[src/hdl/pavt_pkg.sv]
// Package for the potentiometer angle and velocity tracker.
// Holds field widths, request and register codes, reset values, the controller
// state type and the command and status structs. Depends on nothing.
`default_nettype none

package pavt_pkg;

   localparam int unsigned ADC_BITS_DEFAULT = 10;

   localparam int unsigned RANGE_W   = 9;
   localparam int unsigned AGE_W     = 16;
   localparam int unsigned TIME_W    = 32;
   localparam int unsigned TARE_W    = 18;
   localparam int unsigned ANGLE_W   = 19;
   localparam int unsigned VEL_W     = 24;
   localparam int unsigned POS_W     = 17;
   localparam int unsigned REF_W     = 20;
   localparam int unsigned DSW       = 16;
   localparam int unsigned REQ_W     = 2;
   localparam int unsigned CSR_IDX_W = 2;
   localparam int unsigned CSR_DAT_W = 16;

   localparam logic [REQ_W-1:0] REQ_MEASURE = 2'd0;
   localparam logic [REQ_W-1:0] REQ_TICK    = 2'd1;
   localparam logic [REQ_W-1:0] REQ_TARE    = 2'd2;

   localparam logic [CSR_IDX_W-1:0] CSR_RANGE = 2'd0;
   localparam logic [CSR_IDX_W-1:0] CSR_AGE   = 2'd1;
   localparam logic [CSR_IDX_W-1:0] CSR_TRACK = 2'd2;

   localparam logic [RANGE_W-1:0] RANGE_RESET = 9'd270;
   localparam logic [AGE_W-1:0]   AGE_RESET   = 16'd100;
   localparam logic               TRACK_RESET = 1'b1;

   localparam logic [9:0] VEL_MULT = 10'd1000;

   typedef enum logic [3:0] {
      ST_IDLE,
      ST_POS_MUL,
      ST_POS_FOLD,
      ST_APPLY,
      ST_VEL_MUL,
      ST_VEL_DIV,
      ST_VEL_WAIT,
      ST_FINISH
   } state_type;

   typedef struct packed {
      logic capture;
      logic pos_mul;
      logic pos_fold;
      logic pos_load;
      logic apply;
      logic vel_mul;
      logic div_start;
      logic vel_load;
      logic out_load;
   } cmd_type;

   typedef struct packed {
      logic [REQ_W-1:0] req_code;
      logic             fold_done;
      logic             div_done;
      logic             vel_ok;
      logic             out_free;
   } status_type;

endpackage

`default_nettype wire

[src/hdl/pavt_divider.sv]
// Bit-serial restoring divider, one quotient bit per cycle.
// Unsigned dividend of DIVW bits over a divisor of pavt_pkg::DSW bits.
// Depends on pavt_pkg.
`default_nettype none

module pavt_divider #(
   parameter int unsigned DIVW = 32
) (
   input  logic                     clock,
   input  logic                     reset,
   input  logic                     start,
   input  logic [DIVW-1:0]          dividend,
   input  logic [pavt_pkg::DSW-1:0] divisor,
   output logic                     done,
   output logic [DIVW-1:0]          quotient
);

   localparam int unsigned CNT_W = $clog2(DIVW + 1);

   logic [DIVW-1:0]          quo_ff, quo_in;
   logic [pavt_pkg::DSW-1:0] rem_ff, rem_in;
   logic [pavt_pkg::DSW-1:0] div_ff, div_in;
   logic [CNT_W-1:0]         cnt_ff, cnt_in;
   logic                     busy_ff, busy_in;
   logic                     done_ff, done_in;

   logic [pavt_pkg::DSW:0]   rem_shift;
   logic [pavt_pkg::DSW+1:0] diff;
   logic                     ge;

   assign rem_shift = {rem_ff, quo_ff[DIVW-1]};
   assign diff      = {1'b0, rem_shift} - {2'b00, div_ff};
   assign ge        = ~diff[pavt_pkg::DSW+1];

   always_comb begin
      quo_in  = quo_ff;
      rem_in  = rem_ff;
      div_in  = div_ff;
      cnt_in  = cnt_ff;
      busy_in = busy_ff;
      done_in = done_ff;
      if (start) begin
         quo_in  = dividend;
         rem_in  = '0;
         div_in  = divisor;
         cnt_in  = CNT_W'(DIVW);
         busy_in = 1'b1;
         done_in = 1'b0;
      end else if (busy_ff) begin
         quo_in = {quo_ff[DIVW-2:0], ge};
         rem_in = ge ? diff[pavt_pkg::DSW-1:0] : rem_shift[pavt_pkg::DSW-1:0];
         cnt_in = cnt_ff - CNT_W'(1);
         if (cnt_ff == CNT_W'(1)) begin
            busy_in = 1'b0;
            done_in = 1'b1;
         end
      end
   end

   always_ff @(posedge clock) begin
      quo_ff <= quo_in;
      rem_ff <= rem_in;
      div_ff <= div_in;
      if (reset) begin
         cnt_ff  <= '0;
         busy_ff <= 1'b0;
         done_ff <= 1'b0;
      end else begin
         cnt_ff  <= cnt_in;
         busy_ff <= busy_in;
         done_ff <= done_in;
      end
   end

   assign done     = done_ff;
   assign quotient = quo_ff;

endmodule

`default_nettype wire

[src/hdl/pavt_datapath.sv]
// Datapath of the tracker: configuration registers, zero offset, the two
// reference slots, the multipliers, the position scaling, the velocity divider
// and the result register. Depends on pavt_pkg and pavt_divider.
`default_nettype none

module pavt_datapath #(
   parameter int unsigned ADC_BITS = pavt_pkg::ADC_BITS_DEFAULT
) (
   input  logic                                clock,
   input  logic                                reset,
   input  pavt_pkg::cmd_type                   cmd,
   output pavt_pkg::status_type                status,
   input  logic [pavt_pkg::REQ_W-1:0]          req_type,
   input  logic [ADC_BITS-1:0]                 req_adc_raw,
   input  logic [pavt_pkg::TIME_W-1:0]         req_now_ms,
   input  logic signed [pavt_pkg::TARE_W-1:0]  req_tare_angle,
   input  logic                                csr_write,
   input  logic [pavt_pkg::CSR_IDX_W-1:0]      csr_index,
   input  logic [pavt_pkg::CSR_DAT_W-1:0]      csr_data,
   input  logic                                rsp_stall,
   output logic                                rsp_valid,
   output logic signed [pavt_pkg::ANGLE_W-1:0] rsp_angle,
   output logic signed [pavt_pkg::VEL_W-1:0]   rsp_velocity,
   output logic                                rsp_velocity_valid
);

   localparam int unsigned PROD_W = ADC_BITS + pavt_pkg::RANGE_W + 8;
   localparam int unsigned DIVW   = (PROD_W > 32) ? PROD_W : 32;
   localparam int unsigned HI_W   = DIVW - ADC_BITS;
   localparam int unsigned RW     = pavt_pkg::REF_W;
   localparam int unsigned TW     = pavt_pkg::TIME_W;
   localparam int unsigned AW     = pavt_pkg::AGE_W;
   localparam int unsigned VW     = pavt_pkg::VEL_W;

   logic [pavt_pkg::REQ_W-1:0]   req_ff;
   logic [ADC_BITS-1:0]          raw_ff;
   logic [TW-1:0]                now_ff;
   logic [pavt_pkg::TARE_W-1:0]  tare_ff;

   logic [pavt_pkg::RANGE_W-1:0] range_ff;
   logic [AW-1:0]                age_ff;
   logic                         track_ff;

   logic [RW-1:0] zero_ff, zero_in;
   logic [RW-1:0] ref_pos0_ff, ref_pos0_in, ref_pos1_ff, ref_pos1_in;
   logic [TW-1:0] ref_time0_ff, ref_time0_in, ref_time1_ff, ref_time1_in;
   logic          sel_ff, sel_in;

   logic [DIVW-1:0]              prod_ff;
   logic [pavt_pkg::POS_W-1:0]   pos_acc_ff;
   logic [pavt_pkg::POS_W-1:0]   pos_ff;
   logic [RW+1:0]                mv_ff;
   logic [AW-1:0]                el_ff;
   logic                         vel_ok_ff;
   logic                         neg_ff;
   logic [VW-1:0]                vel_ff, vel_in;
   logic                         vvalid_ff;

   logic                         rsp_valid_ff;
   logic [pavt_pkg::ANGLE_W-1:0] rsp_angle_ff;
   logic [VW-1:0]                rsp_vel_ff;
   logic                         rsp_vv_ff;

   logic [ADC_BITS+pavt_pkg::RANGE_W-1:0] raw_range;
   logic [HI_W-1:0]     fold_hi;
   logic [ADC_BITS-1:0] fold_lo;
   logic [DIVW-1:0]     fold_sum;
   logic                fold_done;
   logic [RW:0]    angle;
   logic [RW-1:0]  ref_pos_sel;
   logic [TW-1:0]  time_sel, time_oth, el, oel, oel_eff;
   logic [AW-1:0]  half, quarter;
   logic           ok, refill, swap, tick_go;
   logic [RW+1:0]  mv;
   logic [RW-1:0]  nz, delta;
   logic [RW+1:0]  mv_abs;
   logic [31:0]    vel_prod;
   logic [DIVW-1:0] quotient;
   logic           div_done;
   logic           q_big, q_over;
   logic [pavt_pkg::ANGLE_W-1:0] angle_sat;
   logic           out_free;

   pavt_divider #(.DIVW(DIVW)) u_div (
      .clock    (clock),
      .reset    (reset),
      .start    (cmd.div_start),
      .dividend (prod_ff),
      .divisor  (el_ff),
      .done     (div_done),
      .quotient (quotient)
   );

   assign raw_range = raw_ff * range_ff;

   // The product is divided by 2^ADC_BITS - 1 by folding its high part onto its low part.
   assign fold_hi   = prod_ff[DIVW-1:ADC_BITS];
   assign fold_lo   = prod_ff[ADC_BITS-1:0];
   assign fold_sum  = {{ADC_BITS{1'b0}}, fold_hi} + {{HI_W{1'b0}}, fold_lo};
   assign fold_done = (fold_hi == '0);

   assign angle = {{(RW + 1 - pavt_pkg::POS_W){1'b0}}, pos_ff} - {zero_ff[RW-1], zero_ff};

   assign ref_pos_sel = sel_ff ? ref_pos1_ff : ref_pos0_ff;
   assign time_sel    = sel_ff ? ref_time1_ff : ref_time0_ff;
   assign time_oth    = sel_ff ? ref_time0_ff : ref_time1_ff;
   assign el          = now_ff - time_sel;
   assign oel         = now_ff - time_oth;
   assign ok          = (time_sel != '0) && (el != '0) && (el <= TW'(age_ff));
   assign mv          = {angle[RW], angle} - {{2{ref_pos_sel[RW-1]}}, ref_pos_sel};
   assign half        = age_ff >> 1;
   assign quarter     = age_ff >> 2;
   assign tick_go     = track_ff && (el != '0);
   assign refill      = oel >= TW'(half);
   assign oel_eff     = refill ? '0 : oel;
   assign swap        = oel_eff >= TW'(quarter);
   assign nz          = {{(RW - pavt_pkg::POS_W){1'b0}}, pos_ff}
                        - {{(RW - pavt_pkg::TARE_W){tare_ff[pavt_pkg::TARE_W-1]}}, tare_ff};
   assign delta       = nz - zero_ff;

   assign mv_abs   = mv_ff[RW+1] ? (~mv_ff + 1'b1) : mv_ff;
   assign vel_prod = mv_abs * pavt_pkg::VEL_MULT;

   assign q_big  = |quotient[DIVW-1:VW];
   assign q_over = q_big || quotient[VW-1];

   always_comb begin
      vel_in = quotient[VW-1:0];
      if (neg_ff) begin
         if (q_big || (quotient[VW-1] && (|quotient[VW-2:0]))) begin
            vel_in = {1'b1, {(VW - 1){1'b0}}};
         end else begin
            vel_in = ~quotient[VW-1:0] + 1'b1;
         end
      end else if (q_over) begin
         vel_in = {1'b0, {(VW - 1){1'b1}}};
      end
   end

   always_comb begin
      if (angle[RW:pavt_pkg::ANGLE_W-1] == '0 || angle[RW:pavt_pkg::ANGLE_W-1] == '1) begin
         angle_sat = angle[pavt_pkg::ANGLE_W-1:0];
      end else if (angle[RW]) begin
         angle_sat = {1'b1, {(pavt_pkg::ANGLE_W - 1){1'b0}}};
      end else begin
         angle_sat = {1'b0, {(pavt_pkg::ANGLE_W - 1){1'b1}}};
      end
   end

   always_comb begin
      zero_in      = zero_ff;
      ref_pos0_in  = ref_pos0_ff;
      ref_pos1_in  = ref_pos1_ff;
      ref_time0_in = ref_time0_ff;
      ref_time1_in = ref_time1_ff;
      sel_in       = sel_ff;
      if (cmd.apply) begin
         case (req_ff)
            pavt_pkg::REQ_TICK: begin
               if (tick_go) begin
                  if (refill) begin
                     if (sel_ff) begin
                        ref_time0_in = now_ff;
                        ref_pos0_in  = angle[RW-1:0];
                     end else begin
                        ref_time1_in = now_ff;
                        ref_pos1_in  = angle[RW-1:0];
                     end
                  end
                  if (swap) begin
                     sel_in = ~sel_ff;
                  end
               end
            end
            pavt_pkg::REQ_TARE: begin
               if (track_ff) begin
                  ref_pos0_in = ref_pos0_ff + delta;
                  ref_pos1_in = ref_pos1_ff + delta;
               end
               zero_in = nz;
            end
            default: begin
            end
         endcase
      end
   end

   assign out_free = ~rsp_valid_ff | ~rsp_stall;

   always_ff @(posedge clock) begin
      if (cmd.capture) begin
         req_ff  <= req_type;
         raw_ff  <= req_adc_raw;
         now_ff  <= req_now_ms;
         tare_ff <= req_tare_angle;
      end
      if (cmd.pos_mul) begin
         prod_ff    <= DIVW'({raw_range, 8'd0});
         pos_acc_ff <= '0;
      end else if (cmd.pos_fold) begin
         prod_ff    <= fold_sum;
         pos_acc_ff <= pos_acc_ff + fold_hi[pavt_pkg::POS_W-1:0];
      end else if (cmd.vel_mul) begin
         prod_ff <= DIVW'(vel_prod);
      end
      if (cmd.pos_load) begin
         pos_ff <= pos_acc_ff + {{(pavt_pkg::POS_W - 1){1'b0}}, &fold_lo};
      end
      if (cmd.apply) begin
         mv_ff  <= mv;
         el_ff  <= el[AW-1:0];
         vel_ff <= '0;
      end else if (cmd.vel_load) begin
         vel_ff <= vel_in;
      end
      if (cmd.vel_mul) begin
         neg_ff <= mv_ff[RW+1];
      end
      if (cmd.out_load) begin
         rsp_angle_ff <= angle_sat;
         rsp_vel_ff   <= vel_ff;
         rsp_vv_ff    <= vvalid_ff;
      end
   end

   always_ff @(posedge clock) begin
      if (reset) begin
         range_ff     <= pavt_pkg::RANGE_RESET;
         age_ff       <= pavt_pkg::AGE_RESET;
         track_ff     <= pavt_pkg::TRACK_RESET;
         zero_ff      <= '0;
         ref_pos0_ff  <= '0;
         ref_pos1_ff  <= '0;
         ref_time0_ff <= '0;
         ref_time1_ff <= '0;
         sel_ff       <= 1'b0;
         vel_ok_ff    <= 1'b0;
         vvalid_ff    <= 1'b0;
         rsp_valid_ff <= 1'b0;
      end else begin
         if (csr_write) begin
            case (csr_index)
               pavt_pkg::CSR_RANGE: range_ff <= csr_data[pavt_pkg::RANGE_W-1:0];
               pavt_pkg::CSR_AGE:   age_ff   <= csr_data[AW-1:0];
               pavt_pkg::CSR_TRACK: track_ff <= csr_data[0];
               default: begin
               end
            endcase
         end
         zero_ff      <= zero_in;
         ref_pos0_ff  <= ref_pos0_in;
         ref_pos1_ff  <= ref_pos1_in;
         ref_time0_ff <= ref_time0_in;
         ref_time1_ff <= ref_time1_in;
         sel_ff       <= sel_in;
         if (cmd.apply) begin
            vel_ok_ff <= (req_ff == pavt_pkg::REQ_MEASURE) && ok;
            vvalid_ff <= 1'b0;
         end else if (cmd.vel_load) begin
            vvalid_ff <= 1'b1;
         end
         if (cmd.out_load) begin
            rsp_valid_ff <= 1'b1;
         end else if (!rsp_stall) begin
            rsp_valid_ff <= 1'b0;
         end
      end
   end

   assign status.req_code  = req_ff;
   assign status.fold_done = fold_done;
   assign status.div_done  = div_done;
   assign status.vel_ok    = vel_ok_ff;
   assign status.out_free  = out_free;

   assign rsp_valid          = rsp_valid_ff;
   assign rsp_angle          = rsp_angle_ff;
   assign rsp_velocity       = rsp_vel_ff;
   assign rsp_velocity_valid = rsp_vv_ff;

endmodule

`default_nettype wire

[src/hdl/pavt_controller.sv]
// Controller state machine of the tracker.
// Sequences capture, position scaling, state update, velocity division and
// the result transfer. Depends on pavt_pkg.
`default_nettype none

module pavt_controller (
   input  logic                 clock,
   input  logic                 reset,
   input  logic                 req_valid,
   output logic                 req_stall,
   input  pavt_pkg::status_type status,
   output pavt_pkg::cmd_type    cmd
);

   pavt_pkg::state_type state_ff, state_in;

   always_ff @(posedge clock) begin
      if (reset) begin
         state_ff <= pavt_pkg::ST_IDLE;
      end else begin
         state_ff <= state_in;
      end
   end

   always_comb begin
      state_in  = state_ff;
      cmd       = '0;
      req_stall = 1'b1;
      case (state_ff)
         pavt_pkg::ST_IDLE: begin
            req_stall = 1'b0;
            if (req_valid) begin
               cmd.capture = 1'b1;
               state_in    = pavt_pkg::ST_POS_MUL;
            end
         end
         pavt_pkg::ST_POS_MUL: begin
            cmd.pos_mul = 1'b1;
            state_in    = pavt_pkg::ST_POS_FOLD;
         end
         pavt_pkg::ST_POS_FOLD: begin
            if (status.fold_done) begin
               cmd.pos_load = 1'b1;
               state_in     = pavt_pkg::ST_APPLY;
            end else begin
               cmd.pos_fold = 1'b1;
            end
         end
         pavt_pkg::ST_APPLY: begin
            cmd.apply = 1'b1;
            if (status.req_code == pavt_pkg::REQ_MEASURE) begin
               state_in = pavt_pkg::ST_VEL_MUL;
            end else begin
               state_in = pavt_pkg::ST_FINISH;
            end
         end
         pavt_pkg::ST_VEL_MUL: begin
            if (status.vel_ok) begin
               cmd.vel_mul = 1'b1;
               state_in    = pavt_pkg::ST_VEL_DIV;
            end else begin
               state_in = pavt_pkg::ST_FINISH;
            end
         end
         pavt_pkg::ST_VEL_DIV: begin
            cmd.div_start = 1'b1;
            state_in      = pavt_pkg::ST_VEL_WAIT;
         end
         pavt_pkg::ST_VEL_WAIT: begin
            if (status.div_done) begin
               cmd.vel_load = 1'b1;
               state_in     = pavt_pkg::ST_FINISH;
            end
         end
         pavt_pkg::ST_FINISH: begin
            if (status.out_free) begin
               cmd.out_load = 1'b1;
               state_in     = pavt_pkg::ST_IDLE;
            end
         end
         default: begin
            state_in = pavt_pkg::ST_IDLE;
         end
      endcase
   end

endmodule

`default_nettype wire

[src/hdl/pot_angle_velocity_tracker.sv]
// Potentiometer angle and velocity tracker, top level.
// A tick, a tare or a measure without a usable reference skips the velocity division.
// At ADC_BITS 10 up to three folds scale the reading; a measure with a live reference
// then runs the bit-serial velocity divider over DIVW = max(ADC_BITS + 17, 32) bits.
// A stalled result delays the transfer of the following result.
// A new item is taken while the previous result waits; synchronous reset restores defaults.
`default_nettype none

module pot_angle_velocity_tracker #(
   parameter int unsigned ADC_BITS = pavt_pkg::ADC_BITS_DEFAULT
) (
   input  logic                                clock,
   input  logic                                reset,
   input  logic                                req_valid,
   output logic                                req_stall,
   input  logic [pavt_pkg::REQ_W-1:0]          req_type,
   input  logic [ADC_BITS-1:0]                 req_adc_raw,
   input  logic [pavt_pkg::TIME_W-1:0]         req_now_ms,
   input  logic signed [pavt_pkg::TARE_W-1:0]  req_tare_angle,
   output logic                                rsp_valid,
   input  logic                                rsp_stall,
   output logic signed [pavt_pkg::ANGLE_W-1:0] rsp_angle,
   output logic signed [pavt_pkg::VEL_W-1:0]   rsp_velocity,
   output logic                                rsp_velocity_valid,
   input  logic                                csr_valid,
   output logic                                csr_ready,
   input  logic [pavt_pkg::CSR_IDX_W-1:0]      csr_index,
   input  logic [pavt_pkg::CSR_DAT_W-1:0]      csr_data
);

   pavt_pkg::cmd_type    cmd;
   pavt_pkg::status_type status;

   assign csr_ready = 1'b1;

   pavt_controller u_ctrl (
      .clock     (clock),
      .reset     (reset),
      .req_valid (req_valid),
      .req_stall (req_stall),
      .status    (status),
      .cmd       (cmd)
   );

   pavt_datapath #(.ADC_BITS(ADC_BITS)) u_dp (
      .clock              (clock),
      .reset              (reset),
      .cmd                (cmd),
      .status             (status),
      .req_type           (req_type),
      .req_adc_raw        (req_adc_raw),
      .req_now_ms         (req_now_ms),
      .req_tare_angle     (req_tare_angle),
      .csr_write          (csr_valid & csr_ready),
      .csr_index          (csr_index),
      .csr_data           (csr_data),
      .rsp_stall          (rsp_stall),
      .rsp_valid          (rsp_valid),
      .rsp_angle          (rsp_angle),
      .rsp_velocity       (rsp_velocity),
      .rsp_velocity_valid (rsp_velocity_valid)
   );

endmodule

`default_nettype wire

[config.mk]
export PLATFORM = sky130hd
export DESIGN_NAME = pot_angle_velocity_tracker
export DESIGN_NICKNAME = d
export VERILOG_FILES = /design/src/hdl/pavt_pkg.sv /design/src/hdl/pavt_divider.sv /design/src/hdl/pavt_datapath.sv /design/src/hdl/pavt_controller.sv /design/src/hdl/pot_angle_velocity_tracker.sv
export SDC_FILE = /design/constraint.sdc
export NUM_CORES = 2
export LEC_CHECK = 0
export BUFFER_PORTS_ARGS = -buffer_cell sky130_fd_sc_hd__clkbuf_2
export CAP_MARGIN = 0
export CORE_MARGIN = 3
export CORE_UTILIZATION = 55
export CTS_CLUSTER_SIZE = 16
export DETAILED_ROUTE_END_ITERATION = 16
export PLACE_DENSITY = 0.83
export SLEW_MARGIN = 40
export SYNTH_ARGS = -nofsm -noshare
export SYNTH_HDL_FRONTEND = slang
export SYNTH_SLANG_ARGS = --single-unit
[constraint.sdc]
create_clock -name clock -period 7.6 [get_ports clock]
set_input_delay 1.14 -clock clock [delete_from_list [all_inputs] [get_ports clock]]
set_output_delay 1.14 -clock clock [all_outputs]
set_load 0.005 [all_outputs]
**Word-level counts from Yosys, hierarchy flattened**

Cells that the tools add are included.

- Register bits after elaboration: 464
- Input port bits: 85

- $add $sub $neg: 15
- Multipliers: 2
- Order comparisons: 3
- Equality and inequality tests: 23
- Mux-type cells: 55
- Bitwise gates (word level): 7
- Reduce and logical (&&, ||, !) cells: 35

Operators with widths:

| kind | number |
|---|---|
| 32-bit two-way mux | 7 |
| 20-bit two-way mux | 9 |
| 20-bit case mux with 2 select lines | 2 |
| 24-bit two-way mux | 3 |
| 32-bit nonzero test | 2 |
| 32-bit subtractor | 2 |
| 20-bit adder | 2 |
| 19-bit two-way mux | 2 |
| 32-bit by 14-bit greater-or-equal comparator with 1-bit output | 1 |
| 32-bit by 15-bit greater-or-equal comparator with 1-bit output | 1 |
| 32-bit by 16-bit <= comparator with 1-bit output | 1 |
| 4-bit case mux with 8 select lines | 1 |
| 22-bit by 7-bit multiplier with 29-bit output, second input constant | 1 |
| 27-bit two-way mux | 1 |
| 24-bit by 1-bit adder with 24-bit output, second input constant | 1 |
| 24-bit NOT | 1 |
| 22-bit by 10-bit adder with 23-bit output | 1 |
| 23-bit OR reduction | 1 |
| 22-bit by 1-bit adder with 22-bit output, second input constant | 1 |
| 22-bit logical NOT | 1 |
| 22-bit two-way mux | 1 |
| 22-bit NOT | 1 |
| 21-bit by 20-bit subtractor with 22-bit output | 1 |
| 18-bit by 19-bit subtractor with 20-bit output | 1 |
| other kinds (37) | 95 |

**Longest topological paths before layout**

- Word-level depth: 7
- Gate-level depth with buffers: 37
- Depth with buffers taken out: 34

**By module**

From an unflattened synthesis, not the netlist that was laid out.

- Cells, all modules: 4193
- Area, all modules: 38249.2 sq um

Modules (own cells, without submodules):

| module | instances | cells an instance | area each (sq um) | seq. area each (sq um) |
|---|---|---|---|---|
| pavt_datapath | 1 | 3787 | 33966.3 | 9549.2 |
| pavt_divider | 1 | 374 | 4043.9 | 1921.8 |
| pavt_controller | 1 | 30 | 227.7 | 60.1 |
| pot_angle_velocity_tracker | 1 | 2 | 11.3 | 0.0 |

**Worst setup path after synthesis**

OpenSTA, ideal clock, no wires.

- Kind: reg-to-reg
- Start point: reg u_dp.sel_ff
- End point: reg u_dp.sel_ff
- Setup time: 0.121 ns
- Arrival: 7.971 ns
- Setup slack: -0.492 ns
- Stages on the path, launching flop included: 38
- Path buffers: 5
- Clock period less this slack: 8.092 ns
- Cells stage by stage: dfxtp_1 > clkbuf_1 > clkbuf_1 > clkbuf_1 > buf_1 > mux2i_1 > ha_1 > nor2b_1 > o31a_1 > o31ai_1 > a21oi_1 > a21o_1 > a21oi_1 > xnor2_1 > ha_1 > a211o_1 > a2111oi_0 > o211ai_1 > [... 2 more ...] > nor4b_1 > nand3_1 > nand4bb_1 > clkbuf_1 > or2_2 > ha_1 > nand2b_1 > a21o_1 > a21o_1 > a21o_1 > a21o_1 > a21oi_1 > nor2b_1 > o21ai_0 > nand2b_1 > a31oi_1 > a21oi_1 > mux2_2

- Word-level cells in the longest chain between the ends: 6
- Elaborated cells between the ends (all ways): 11
- Classes of those cells: add/sub (2); order compare (2); mux (3); bitwise (1); reduce/logical (3)

RTL lines:

| element | line | source |
|---|---|---|
| start: declaration | pavt_datapath.sv:47 | `logic sel_ff, sel_in;` |
| start signal: assignment | pavt_datapath.sv:255 | `sel_ff <= sel_in;` |
| 32-bit two-way mux | pavt_datapath.sv:106 | `assign time_oth = sel_ff ? ref_time0_ff : ref_time1_ff;` |
| 32-bit subtractor | pavt_datapath.sv:108 | `assign oel = now_ff - time_oth;` |
| 32-bit by 15-bit greater-or-equal comparator with 1-bit output | pavt_datapath.sv:114 | `assign refill = oel >= TW'(half);` |
| 32-bit two-way mux | pavt_datapath.sv:115 | `assign oel_eff = refill ? '0 : oel;` |
| 32-bit by 14-bit greater-or-equal comparator with 1-bit output | pavt_datapath.sv:116 | `assign swap = oel_eff >= TW'(quarter);` |
| 4-bit AND reduction (no line) | -- |  |

Several ways; a longest one is shown, not always the timed one.
A chain may end at the register's enable or synchronous reset.

**Worst setup path in the final report**

Same ends and word-level chain as after synthesis.

==> qor.yml <==
setup_viol: 0
grt_max_degree: 89
rsz0062_at_grt: "no"
yosysTopAreaCell: "edfxtp_1"
async_reset_ff_share_pct: 0
cts_buffers: 51
diodes: 0
worstSetupPathType: "reg -> reg"
post-route-period-util_pct: 92.4
fp.dieH_um: 265
yosys.area.top_type_share_pct: 18.7
drt-initial-drc-count: 2373
fin_skew_ps: 46.2
ys_seq_area_share_pct: 31.4
cp.required_ps: 8130
cts_buffer_depth: 3
final_hold_viol_count: 0
overflow: 0
clkPwrFrac_pct: 14.3
finalInstanceArea_um2: 40100
synth_cell_types: 84
max_clock_freq_ghz: 0.142
dieArea_um2: 70000
clock_latency_ps: 640
synth_nets: 4665
slew_headroom_pct: 39.6
p_int_w: 0.0101
worst_slew_pin_slew_ps: 896
drtAntennaViolNets: 0
post_dp_cell_area_um2: 38300
first_pass_iters: 5
synth-warning-count: 0
drc: 0
p_switching_w: 0.00868
arrival_ps: 7550
io_buffers: 130
drv_cap: 0
cp_slowest_cell: "dfxtp_4"
antenna_found_initial: 1
peakVddDrop_mv: 0.715
end_kind: "flip-flop"
ys.flop_type: "dfxtp_1"
std_cell_rows: 94
slew_viol_final: 0
syn-cell-area_um2: 36800
track_usage_pct: 26.0
vias: 30400
synth_area_leaders: "edfxtp_1, dfxtp_1, ha_1"
core-area_um2: 66000
synth.most_common_cell: "nand2_1"
synthesis.instances: 4062
initial_core_util_pct: 55.7
hp-class: "reg -> reg"
timing.hold.ws_ps: 417
postSynthAreaPerCell_um2: 9.06
dp.cells: 4939
grt_pass1_wl_mm: 150
synthToLayoutAreaGrowth_pct: 9.09
tritoncts: "yes"
htree_levels: 2
max_stage_delay_ps: 490
crit_top_cell: "a21o_1"
via_per_inst: 6.04
fin_tns_setup_ps: 0
synth_top_cells_by_count: "nand2_1, ha_1, inv_1"
root_buffer: "clkbuf_16"
synth-edff-count: 229
leakagePower_nw: 16.4
ys_seq_elements: 463
drive_above_1_share_pct: 7.38
nets: 4733
ctsHoldBuffers: 0
cp-start-kind: "flip-flop"
wl_per_cell_um: 18.6
period_minus_slack_ps: 7020
fin_cells: 5037
routed_wirelength_mm: 93.6
nFillCells: 5454
grt_pass1_vias: 29900
clock-sinks: 463
cts.clk_slew.worst_paths_ps: 70
outcome: "finished, final reports clean"
swShare_pct: 46.3
ios: 132
pwr-share-seq_pct: 19.9
power_frac_comb_pct: 65.8
power_density_nw_per_um2: 467
gp_congestion: 0.921
die_x_um: 265
dp_hpwl_mm: 70.7
worstPathMaxFanout: 12
[power by group through the flow]
stage | clock network [W] | logic (W) | registers, W
after floorplan | 0 | 0.00950 | 0.00355
after global placement | 0 | 0.0116 | 0.00376
after detailed placement | 0 | 0.0120 | 0.00377
after CTS | 0.00272 | 0.0122 | 0.00372
after global routing | 0.00280 | 0.0139 | 0.00377
final | 0.00268 | 0.0123 | 0.00373
[metal layers]
metal  wire (um)  GRT usage (%)  up-vias
met2       43900           43.8     1042
met3        6200           3.77      256
met1       39500           33.6    14600
li1            -              -    14600
met5           0              0        -
met4        4020           11.0        0
[through the flow]
stage | utilization (%) | total power, W | worst slack [ps]
after floorplan | - | 0.0131 | 32.6
after global placement | 57.9 | 0.0154 | 542
after detailed placement | 58.0 | 0.0158 | 285
after CTS | 60.7 | 0.0186 | 279
after global routing | 60.8 | 0.0204 | 10.2
final | 60.8 | 0.0187 | 577
[registers in the layout, summed over array words and instances (netlist names), 20 cells and up]
name                 flops
u_dp.u_div.quotient     32
u_dp.rsp_velocity       24
u_dp.now_ff             32
u_dp.mv_ff              22
u_dp.ref_time0_ff       32
u_dp.ref_pos0_ff        20
u_dp.vel_ff             24
u_dp.ref_pos1_ff        20
u_dp.prod_ff            32
u_dp.ref_time1_ff       32
[final timing paths]
| kind | startpoint | cells past startpoint | slack [ps] | to |
|---|---|---|---|---|
| setup / recovery | u_dp.sel_ff | 33 | 580 | u_dp.sel_ff |
| hold / removal | u_dp.el_ff[14] | 0 | 420 | u_dp.u_div.div_ff[14] |
| setup reg to reg | u_dp.sel_ff | 33 | 580 | u_dp.sel_ff |
| hold reg to reg | u_dp.el_ff[14] | 0 | 420 | u_dp.u_div.div_ff[14] |
[logic make-up (layout without fill, tap and decap cells)]
group                    count (synthesis)  in the layout  synth area share [%]
buffers and inverters                  466            577                  4.83
multiplexers                           195            195                  5.34
AND/OR/NAND/NOR                       1279           1279                  16.5
adder cells (fa/ha/maj)                518            518                  20.6
XOR/XNOR                               238            238                  5.67
other                                    1              1                0.0102
flip-flops                             463            463                  31.4
AO/OA/AOI/OAI                          902            902                  15.6
[cell usage in the layout, fill, tap and decap left out, types with 11 or more instances in the layout]
cell and instances:
a21o_1 74, nand2b_1 37, and2_1 44, ha_1 371
o21a_1 31, a21oi_1 277, nand4_1 34, nor3_1 93
or3b_1 11, clkbuf_16 51, xnor2_1 144, a21boi_0 21
clkbuf_2 129, and3_1 20, o22ai_1 12, a211oi_1 49
dfxtp_1 233, inv_1 318, nand2_1 427, mux2i_1 183
a211o_1 17, edfxtp_1 229, buf_4 26, nand3_1 84
xor2_1 94, a31oi_1 24, o211ai_1 25, nor2b_1 63
o21ai_1 14, nor2_1 315, fa_1 146, o31ai_1 19
nor4_1 24, o21bai_1 28, o21ai_0 190, or3_1 44
or2_2 14, mux2_2 11
[worst max-delay path, delay by kind of cell (launching register included)]
kind	cells	cell delay [ps]
multiplexers	2	590
flip-flops	1	490
XOR/XNOR	1	170
AO/OA/AOI/OAI	16	3030
AND/OR/NAND/NOR	10	1660
buffers and inverters	1	170
adder cells (fa/ha/maj)	3	800
[timing repair]
item	in CTS	in global routing
setup buffers	0	1
endpoints found under the hold margin	0	0
gates resized for setup	0	4
endpoints found under the setup margin	0	1
[area by class of cell]
type                            count  area (um2)  area share [%]
Tap cell                          864        1080            2.69
Timing Repair Buffer              161         928            2.31
Clock buffer                       58        1340            3.35
Inverter                          320        1200            3.00
Clock inverter                     38         473            1.18
Multi-Input combinational cell   3133       23500            58.7
Sequential cell                   463       11600            28.8
Power figures use the tool's default switching activity.
